[src/sv/bbc_pkg.sv]
package bbc_pkg;

	localparam int STACK_DEPTH_DEF = 64;

	localparam logic [7:0] CH_LPAREN = 8'h28;
	localparam logic [7:0] CH_RPAREN = 8'h29;
	localparam logic [7:0] CH_LSQUARE = 8'h5B;
	localparam logic [7:0] CH_RSQUARE = 8'h5D;
	localparam logic [7:0] CH_LCURLY = 8'h7B;
	localparam logic [7:0] CH_RCURLY = 8'h7D;
	localparam logic [7:0] CH_QUOTE = 8'h27;
	localparam logic [7:0] CH_NEWLINE = 8'h0A;

	localparam logic MODE_END = 1'b1;

	typedef enum logic [2:0] {
		VERDICT_OK        = 3'd0,
		VERDICT_OPEN      = 3'd1,
		VERDICT_MISMATCH  = 3'd2,
		VERDICT_UNDERFLOW = 3'd3,
		VERDICT_OVERFLOW  = 3'd4
	} verdict_t;

	typedef enum logic [1:0] {
		KIND_ROUND  = 2'd0,
		KIND_SQUARE = 2'd1,
		KIND_CURLY  = 2'd2,
		KIND_NONE   = 2'd3
	} kind_t;

	// classified transaction handed from front to back
	typedef struct packed {
		logic  end_mark;
		logic  is_nl;
		logic  is_quote;
		logic  is_open;
		logic  is_close;
		kind_t kind;
	} item_t;

endpackage

[src/sv/bbc_if.sv]


interface bbc_result_if;
	logic        valid;
	logic        ready;
	logic [2:0]  verdict;
	logic [31:0] line_count;
	logic [31:0] char_count;
	logic [6:0]  open_depth;

	modport source (output valid, output verdict, output line_count, output char_count,
		output open_depth, input ready);
	modport sink (input valid, input verdict, input line_count, input char_count,
		input open_depth, output ready);
endinterface

[src/sv/bbc_ram.sv]
module bbc_ram #(
	parameter int WIDTH = 2,
	parameter int DEPTH = 64
) (
	input  logic                     clk,
	input  logic                     we,
	input  logic [$clog2(DEPTH)-1:0] waddr,
	input  logic [WIDTH-1:0]         wdata,
	input  logic [$clog2(DEPTH)-1:0] raddr,
	output logic [WIDTH-1:0]         rdata
);
	logic [WIDTH-1:0] mem [DEPTH];

	always_ff @(posedge clk) begin
		if (we) begin
			mem[waddr] <= wdata;
		end
		rdata <= mem[raddr];
	end
endmodule

[src/sv/bbc_back.sv]
module bbc_back #(
	parameter int STACK_DEPTH = bbc_pkg::STACK_DEPTH_DEF
) (
	input  logic           clk,
	input  logic           arst_n,
	input  logic           item_valid,
	input  bbc_pkg::item_t item,
	output logic           item_ready,
	bbc_result_if.source   result
);
	import bbc_pkg::*;

	localparam int AW = $clog2(STACK_DEPTH);
	localparam int DW = $clog2(STACK_DEPTH + 1);
	localparam logic [DW-1:0] DEPTH_FULL = DW'(STACK_DEPTH);

	logic [DW-1:0] depth_q;
	logic [DW-1:0] depth_n;
	logic [31:0]   lines_q;
	logic [31:0]   chars_q;
	logic          prior_quote_q;
	logic [1:0]    phase_q;
	verdict_t      err_q;
	kind_t         tos_q;
	kind_t         byp_q;
	logic          byp_sel_q;
	logic          out_valid_q;

	logic          out_free;
	logic          fire;
	logic          run;
	logic [1:0]    phase_adv;
	logic          examine;
	logic          push;
	logic          pop;
	logic [1:0]    ram_rdata;
	kind_t         nos;
	logic [AW-1:0] raddr;
	logic [AW-1:0] waddr;
	verdict_t      verdict_n;

	assign out_free   = !out_valid_q || result.ready;
	assign item_ready = !item.end_mark || out_free;
	assign fire       = item_valid && item_ready;
	// character that still counts: no error latched yet
	assign run        = fire && !item.end_mark && (err_q == VERDICT_OK);

	assign phase_adv = (prior_quote_q && !item.is_quote) ? phase_q + 2'd1 : phase_q;
	assign examine   = (phase_adv == 2'd0) || (phase_adv == 2'd2);
	assign push      = run && examine && item.is_open && (depth_q != DEPTH_FULL);
	assign pop       = run && examine && item.is_close && (depth_q != '0);

	always_comb begin
		depth_n = depth_q;
		if (fire && item.end_mark) begin
			depth_n = '0;
		end else if (push) begin
			depth_n = depth_q + DW'(1);
		end else if (pop) begin
			depth_n = depth_q - DW'(1);
		end
	end

	// second entry from the top, prefetched for the next pop
	assign raddr = AW'(depth_n - DW'(2));
	assign waddr = AW'(depth_q - DW'(1));
	assign nos   = byp_sel_q ? byp_q : kind_t'(ram_rdata);

	bbc_ram #(
		.WIDTH(2),
		.DEPTH(STACK_DEPTH)
	) u_stack (
		.clk  (clk),
		.we   (push && (depth_q != '0)),
		.waddr(waddr),
		.wdata(tos_q),
		.raddr(raddr),
		.rdata(ram_rdata)
	);

	always_comb begin
		verdict_n = err_q;
		if (err_q == VERDICT_OK && depth_q != '0) begin
			verdict_n = VERDICT_OPEN;
		end
	end

	always_ff @(posedge clk or negedge arst_n) begin
		if (!arst_n) begin
			depth_q       <= '0;
			lines_q       <= 32'd1;
			chars_q       <= '0;
			prior_quote_q <= 1'b0;
			phase_q       <= '0;
			err_q         <= VERDICT_OK;
			byp_sel_q     <= 1'b0;
			out_valid_q   <= 1'b0;
		end else begin
			depth_q   <= depth_n;
			byp_sel_q <= push;
			if (out_free) begin
				out_valid_q <= fire && item.end_mark;
			end
			if (fire && item.end_mark) begin
				lines_q       <= 32'd1;
				chars_q       <= '0;
				prior_quote_q <= 1'b0;
				phase_q       <= '0;
				err_q         <= VERDICT_OK;
			end else if (run) begin
				if (item.is_nl && lines_q != '1) begin
					lines_q <= lines_q + 32'd1;
				end
				if (chars_q != '1) begin
					chars_q <= chars_q + 32'd1;
				end
				phase_q       <= (phase_adv == 2'd2) ? 2'd0 : phase_adv;
				prior_quote_q <= item.is_quote;
				if (examine && item.is_open && depth_q == DEPTH_FULL) begin
					err_q <= VERDICT_OVERFLOW;
				end else if (examine && item.is_close && depth_q == '0) begin
					err_q <= VERDICT_UNDERFLOW;
				end else if (pop && tos_q != item.kind) begin
					err_q <= VERDICT_MISMATCH;
				end
			end
		end
	end

	always_ff @(posedge clk) begin
		if (push) begin
			tos_q <= item.kind;
			byp_q <= tos_q;
		end else if (pop) begin
			tos_q <= nos;
		end
		if (fire && item.end_mark) begin
			result.verdict    <= verdict_n;
			result.line_count <= lines_q;
			result.char_count <= chars_q;
			result.open_depth <= (32'(depth_q) > 32'd127) ? 7'd127 : 7'(depth_q);
		end
	end

	assign result.valid = out_valid_q;
endmodule

[src/flat_wrapper.sv]
// flat-port wrapper written by rule: the top's interface ports become plain ports
module bbc_back_flat import bbc_pkg::*;
#(
	parameter int STACK_DEPTH = bbc_pkg::STACK_DEPTH_DEF
)
  (clk, arst_n, item_valid, item, item_ready, result_valid, result_verdict, result_line_count, result_char_count, result_open_depth, result_ready);
  bbc_result_if result_i ();
  input  logic clk;
  input  logic arst_n;
  input  logic item_valid;
  input  bbc_pkg::item_t item;
  output logic item_ready;
  output wire logic [$bits(result_i.valid)-1:0] result_valid;
  output wire logic [$bits(result_i.verdict)-1:0] result_verdict;
  output wire logic [$bits(result_i.line_count)-1:0] result_line_count;
  output wire logic [$bits(result_i.char_count)-1:0] result_char_count;
  output wire logic [$bits(result_i.open_depth)-1:0] result_open_depth;
  input wire logic [$bits(result_i.ready)-1:0] result_ready;
  assign result_valid = result_i.valid;
  assign result_verdict = result_i.verdict;
  assign result_line_count = result_i.line_count;
  assign result_char_count = result_i.char_count;
  assign result_open_depth = result_i.open_depth;
  assign result_i.ready = result_ready;
  bbc_back #(.STACK_DEPTH(STACK_DEPTH)) u_core (.clk(clk), .arst_n(arst_n), .item_valid(item_valid), .item(item), .item_ready(item_ready), .result(result_i));
endmodule
[config.mk]
export PLATFORM = sky130hd
export DESIGN_NAME = bbc_back_flat
export DESIGN_NICKNAME = d
export VERILOG_FILES = /design/src/sv/bbc_pkg.sv /design/src/sv/bbc_if.sv /design/src/sv/bbc_ram.sv /design/src/sv/bbc_back.sv /design/src/flat_wrapper.sv
export SDC_FILE = /design/constraint.sdc
export NUM_CORES = 1
export LEC_CHECK = 0
export ABC_AREA = 1
export ABC_CLOCK_PERIOD_IN_PS = 4150
export BUFFER_PORTS_ARGS = -buffer_cell sky130_fd_sc_hd__buf_2
export CORE_MARGIN = 8
export CORE_UTILIZATION = 43
export DETAILED_ROUTE_END_ITERATION = 10
export PLACE_DENSITY = 0.58
export SYNTH_ARGS = -nofsm -noshare
export SYNTH_HDL_FRONTEND = slang
export SYNTH_SLANG_ARGS = --single-unit
[constraint.sdc]
create_clock -name clk -period 4.15 [get_ports clk]
set_input_delay 0.415 -clock clk [delete_from_list [all_inputs] [get_ports clk]]
set_output_delay 0.415 -clock clk [all_outputs]
set_load 0.02 [all_outputs]
==> impl_metrics.ini, run 1 <==
[job]
cap_viol_max_count = 0

[sta]
tns_ns = 0
fmaxAchievable_mhz = 292.0
drv_slew = 0
fin_clk_skew_ns = 0.02055
tightestPinTransition_ns = 1.037
fin_hold_ws_ns = 0.01463
finalHoldViolCount = 0
report.final.setup_viol = 0
fin_crit_ns = 3.425
rsz0062_at_grt = no
final_worst_path_cycle_share = 0.8253
remaining_max_slew_budget_at_the_tightest_pin = 0.3089

[placement]
placed_instance_area_um2 = 13890
dp_hpwl_mm = 20.32
port_buffers = 86
gpl.final_weighted_congestion = 0.8641

[global_route]
grt_max_degree = 79
grt_util_all_layers = 0.1687
number_of_global_route_vias_before_repair = 9218
grt.overflow.total = 0
grt_antenna_before_repair = 0
global_route_wire_length_before_repair_mm = 49.37

[critical_path]
critical-path-top-delay-family = simple AND/OR/NAND/NOR gates
critical_path.startpoint_type = flop
timing.critical_path.slowest_stage_cell = dfrtp_1
path_class = flop to flop
critical_path.cell_chain = inv_2, ha_1, nand4_1, nand3_2, nand2_1, nand3_2, nand2_4, ha_1, buf_4, inv_1, nand3_1, nand3_1, nand3_1, nand3_1, nand2_1
critical-path-top-cell-by-count = nand3_1
worst_setup_path_startpoint = u_core.depth_q[0]
timing.critical_path.arrival_ns = 3.87
cp_data_required_time_ns = 4.60
biggest_fanout_along_the_worst_timing_path = 36
worstSetupEndpointType = flop
critical_path.reg2reg.startpoint = u_core.depth_q[0]
r2r_setup_slk_ns = 0.73
critPathBufInv = 3
critical_path.max_stage_delay_ns = 0.51

[yosys]
yosys_register_bits = 286
post_synth_inst_count = 1325
synth-warning-count = 0
ys_types = 50
synth_sequential_area_ratio = 0.6241
post_synth_design_cell_area_um2 = 13110
netlist.top_cell.by_area = edfxtp_1
syn-num-nets = 1341
synth_top_cell_area_share = 0.4720
synth_area_leaders = edfxtp_1 (47%), dfrtp_1 (15%), nand2_1 (6.7%), nand3_1 (6.0%), inv_1 (5.7%)
synthesis.area_per_instance_um2 = 9.891

[routing]
detail_route.wirelength_mm = 30.89
post_drt_via_cell_ratio = 5.191
dr.pass1.iters = 7
dr.first_iter.drc_count = 812
drc = 0
antenna_left = 0
routed_wire_length_per_instance_um = 16.88
dr_total_vias = 9499

[clock_tree]
clock_root_buffer_master = clkbuf_16
clkTransAtPathRegs_ns = 0.06
cts.hold.buffers_added = 0
cts_tree = done
clock_path_buffers = 3
post_cts_resized = 0
cts_buffers = 30
post-cts-setup-buffer-count = 0
skew_pair_late_insertion_delay_ns = 0.56
cts_num_sinks = 286
h-tree-depth = 1

[final_layout]
drive_above_1_share = 0.1206
layout.core_utilization = 0.4902
antenna-diode-count = 0
area.growth.synth_to_final_pct = 13.23
design_area_um2 = 14840
final_nets = 1426
fill_cells = 2846

[status]
run_status = finished, final reports clean

[worst_hold_path]
hp-class = primary input to async pin

[power]
power_density_nw_per_um2 = 575.8
total_power_mw = 8.544
leakage_nw = 6.116
ir_worst_vdd_v = 0.0004322

[die]
chipWidth_um = 190.6
design.portCount = 87
dieHeight_um = 190.6
die_area_um2 = 36320
core_um2 = 30270
initial_utilization = 0.4330
placementRows = 64
-- synth_stat cells (all sizes together) --
| master | instances |
|---|---|
| dfxtp | 2 |
| o21ai | 41 |
| edfxtp | 206 |
| nor4 | 9 |
| clkinv | 1 |
| dfstp | 1 |
| o211ai | 4 |
| o211a | 1 |
| buf | 20 |
| a21oi | 42 |
| o21bai | 2 |
| o21a | 5 |
| nand2 | 237 |
| xnor2 | 3 |
| nor2 | 140 |
| nand3 | 162 |
| and3 | 3 |
| o221ai | 1 |
| a221oi | 1 |
| nor3b | 3 |
| a2bb2oi | 1 |
| o221a | 2 |
| clkbuf | 22 |
| a211oi | 5 |
| xor2 | 13 |
| o31ai | 5 |
| inv | 209 |
| nor3 | 30 |
| ha | 5 |
| o22ai | 1 |
| o32ai | 1 |
| dfrtp | 77 |
| nand4 | 70 |
-- flip-flops by register name (all words and copies together) (netlist names) --
| signal | count |
|---|---|
| u_core.result.verdict | 3 |
| u_core.result.line_count | 32 |
| u_core.result.char_count | 32 |
| u_core.result.open_depth | 7 |
| u_core.err_q | 3 |
| u_core.result.valid | 1 |
| u_core.u_stack.mem | 128 |
| u_core.lines_q | 32 |
| u_core.tos_q | 2 |
| u_core.phase_q | 1 |
| u_core.u_stack.rdata | 2 |
| u_core.prior_quote_q | 1 |
| u_core.byp_sel_q | 1 |
| u_core.depth_q | 7 |
| u_core.chars_q | 32 |
| u_core.byp_q | 2 |
-- path summary, 6_finish.rpt --
path,end,cells past startpoint
max,u_core.u_stack.rdata[1],15
min,u_core.chars_q[12],1
max reg2reg,u_core.u_stack.rdata[1],15
min reg2reg,u_core.result.line_count[8],0
max in group asynchronous,u_core.lines_q[16],1
min in group clk,u_core.tos_q[1],3
-- cell usage in the layout (no fill, tap or decap), types with 11 or more instances in the layout --
cell,n
a21oi_1,42
buf_2,85
clkbuf_1,11
clkbuf_16,30
dfrtp_1,77
edfxtp_1,206
inv_1,199
nand2_1,233
nand3_1,156
nand4_1,69
nor2_1,136
nor3_1,28
o21ai_0,40
-- per-stage QoR --
| step | instances | worst slack [ns] |
|---|---|---|
| finish | 1830 | 0.7250 |
| global route | 1830 | 0.4262 |
| CTS | 1830 | 0.7391 |
| detailed placement | 1774 | 0.7718 |
| global placement | 1774 | 0.8448 |
| floorplan | 1325 | 0.5898 |
-- where the power goes --
part	switching [mW]	internal [mW]
sequential	0.123	3.28
combinational	1.86	0.690
clock	1.10	1.50
-- layout make-up --
class | instances | area [um2] | area share
multi-input cells | 787 | 3925 | 0.2645
clock inverters | 13 | 128.9 | 0.008685
well taps | 396 | 495.5 | 0.03339
inverters | 210 | 790.8 | 0.05329
repair buffers | 95 | 500.5 | 0.03373
flip-flops and latches | 286 | 8179 | 0.5512
clock buffers | 43 | 819.5 | 0.05523
-- layer usage --
metal,wire length (um),track usage,vias up
li1,-,-,4670
met1,13730,0.2225,4507
met2,14370,0.2805,265
met3,1851,0.02890,57
met4,937,0.05340,0
met5,0,0,-
-- cells by family (layout without fill, tap and decap cells) --
group | after synthesis | in the layout | share of synthesized area
AOI/OAI and AO/OA | 112 | 112 | 0.04974
and+or+nand+nor | 654 | 654 | 0.2314
xor gates and xnor gates | 16 | 16 | 0.01299
adders and majority gates | 5 | 5 | 0.004774
buffers and inverters | 252 | 361 | 0.07695
DFF | 286 | 286 | 0.6241
-- worst reg2reg max path: cells and delay by family, from the launching register on --
family        cells  cell delay (ns)
fa+ha+maj         2             0.59
flops             1             0.51
simple gates     10             1.52
buf+inv           3             0.71
Note: power is estimated with default switching activity, not from simulation.
==> inputs of run 2 (changes only) <==
Settings changed: ABC_CLOCK_PERIOD_IN_PS 4150 to 3000, PLACE_DENSITY 0.58 to 0.6.
Clock period 4.15 ns to 3 ns, I/O delays scaled along.
==> run 2 against run 1 <==
- clock skew down 0.0072 ns
- via count up 1.8%
- critical path depth down 6
- sequential share of layout area down 0.72 points
- clock power up 36%
- critical path type unchanged
- largest cell class unchanged
==> impl_metrics.ini, run 2 (synthesis gave the netlist of run 1 again) <==
[final_layout]
area.growth.synth_to_final_pct = 14.74
fill_cells = 2843
largest-register = u_core.u_stack.mem
design_area_um2 = 15040
drive_above_1_share = 0.1335
layout.cells.most_common = nand2_1
layout.core_utilization = 0.4968
largest_register_ff_count = 128
commonest_non_fill_non_tap_cells_in_the_layout = nand2_1 (232), edfxtp_1 (206), inv_1 (198)
final_nets = 1446

[job]
cap_viol_max_count = 0

[sta]
report.final.setup_viol = 0
remaining_max_slew_budget_at_the_tightest_pin = 0.3122
fmaxAchievable_mhz = 365.5
fin_crit_ns = 2.736
tns_ns = 0
fin_clk_skew_ns = 0.01339
finalHoldViolCount = 0
rsz0062_at_grt = no
final_worst_path_cycle_share = 0.9120
drv_slew = 0
tightestPinTransition_ns = 1.032
fin_hold_ws_ns = 0.08394

[power]
total_power_mw = 12.00
power_density_nw_per_um2 = 798.3
ir_worst_vdd_v = 0.0006360
leakage_nw = 6.211

[critical_path]
r2r_setup_slk_ns = 0.26
cp_data_required_time_ns = 3.23
timing.critical_path.arrival_ns = 2.96
timing.reg2reg.worst_path_depth = 9
critical_path.cell_chain = inv_2, ha_1, nand4_1, nand4_4, inv_2, nand2_1, nor2_1, nand2_1, nor2_1
biggest_fanout_along_the_worst_timing_path = 12
critical_path.max_stage_delay_ns = 0.44
path_class = flop to flop
timing.critical_path.slowest_stage_cell = nand2_1
critical_path.reg2reg.startpoint = u_core.depth_q[0]
critPathBufInv = 2
worst_r2r_endpoint = u_core.u_stack.mem[51][1]
worstSetupEndpointType = flop
critical_path.startpoint_type = flop
critical-path-top-delay-family = simple AND/OR/NAND/NOR gates
cp.depth = 9

[die]
die_area_um2 = 36320
core_um2 = 30270
initial_utilization = 0.4330
chipWidth_um = 190.6
dieHeight_um = 190.6
placementRows = 64
design.portCount = 87

[worst_hold_path]
hp-class = primary input to flop
whs_path_depth = 3
min-delay-start = item[3]
hold_path_end = u_core.depth_q[6]

[global_route]
number_of_global_route_vias_before_repair = 9631
global_route_wire_length_before_repair_mm = 49.60
grt_max_degree = 79
grt.overflow.total = 0
grt_util_all_layers = 0.1677
grt_antenna_before_repair = 0

[routing]
dr.first_iter.drc_count = 793
post_drt_via_cell_ratio = 5.229
antenna_left = 0
routed_wire_length_per_instance_um = 16.52
dr.pass1.iters = 6
drc = 0
dr_total_vias = 9674
detail_route.wirelength_mm = 30.55

[clock_tree]
h-tree-depth = 1
clkTransAtPathRegs_ns = 0.06
cts_num_sinks = 286
cts_tree = done
clock_path_buffers = 3
cts_buffers = 30
skew_pair_late_insertion_delay_ns = 0.55
clock_root_buffer_master = clkbuf_16

[placement]
placed_instance_area_um2 = 14020
port_buffers = 86
gpl.final_weighted_congestion = 0.8806
dp_hpwl_mm = 20.39

[status]
run_status = finished, final reports clean
run 2: changes by cell type in the layout (fill, tap and decap cells not counted), moves of 2 or more:
cell,before,now
buf_4,10,26
clkbuf_1,11,8
buf_12,0,2
clkinv_1,4,7
run 2: area by class of cell:
cell class	instances	area, um2	share of cell area
clock buffer	40	819.5	0.05450
sequential	286	8179	0.5439
tap	396	495.5	0.03295
clock inverter	15	120.1	0.007988
antenna	1	2.502	0.0001664
multi-input combinational	788	3955	0.2630
timing repair buffer	114	670.6	0.04460
inverter	210	794.5	0.05284
run 2: through the flow:
| stage | std cells | setup slack (ns) |
|---|---|---|
| final | 1850 | 0.2641 |
| after detailed placement | 1790 | 0.04030 |
| after floorplan | 1325 | 0.004295 |
| after global routing | 1849 | 0.001258 |
| after CTS | 1846 | 0.03767 |
| after global placement | 1790 | 0.08239 |
run 2: worst register-to-register path, stage by stage (launching register included):
cell and delay [ns]:
dfrtp_1 0.36, inv_2 0.07, ha_1 0.25, nand4_1 0.17
nand4_4 0.21, inv_2 0.24, nand2_1 0.10, nor2_1 0.27
nand2_1 0.44, nor2_1 0.32
run 2: routing by layer:
layer / GRT usage / share of wire / vias to the layer above
li1: - / - / 4719
met1: 0.2229 / 0.44 / 4620
met2: 0.2824 / 0.47 / 289
met3: 0.02725 / 0.063 / 46
met4: 0.04296 / 0.020 / 0
met5: 0 / 0 / -
run 2: worst max-delay path by stage:
stage	from	to	slack, ns
global placement	u_core.lines_q[0]	u_core.lines_q[28]	0.08
finish	u_core.depth_q[0]	u_core.u_stack.mem[51][1]	0.26
CTS	u_core.lines_q[0]	u_core.lines_q[28]	0.04
detailed placement	u_core.lines_q[0]	u_core.lines_q[28]	0.04
floorplan	u_core.depth_q[0]	u_core.u_stack.rdata[0]	0.004
global route	u_core.lines_q[0]	u_core.lines_q[28]	0.001
run 2: timing repair:
action / 4_1_cts / 5_1_grt
setup endpoints to repair: 0 / 13
hold endpoints to repair: 77 / 0
hold buffers: 1 / 0
setup buffers: 0 / 2
gates resized for setup: 0 / 5
run 2: power by group:
group          switching [mW]  internal (mW)  total (mW)
clock network            1.45           2.07        3.52
logic                    2.70           1.09        3.80
registers               0.145           4.54        4.68
total                    4.30           7.71        12.0
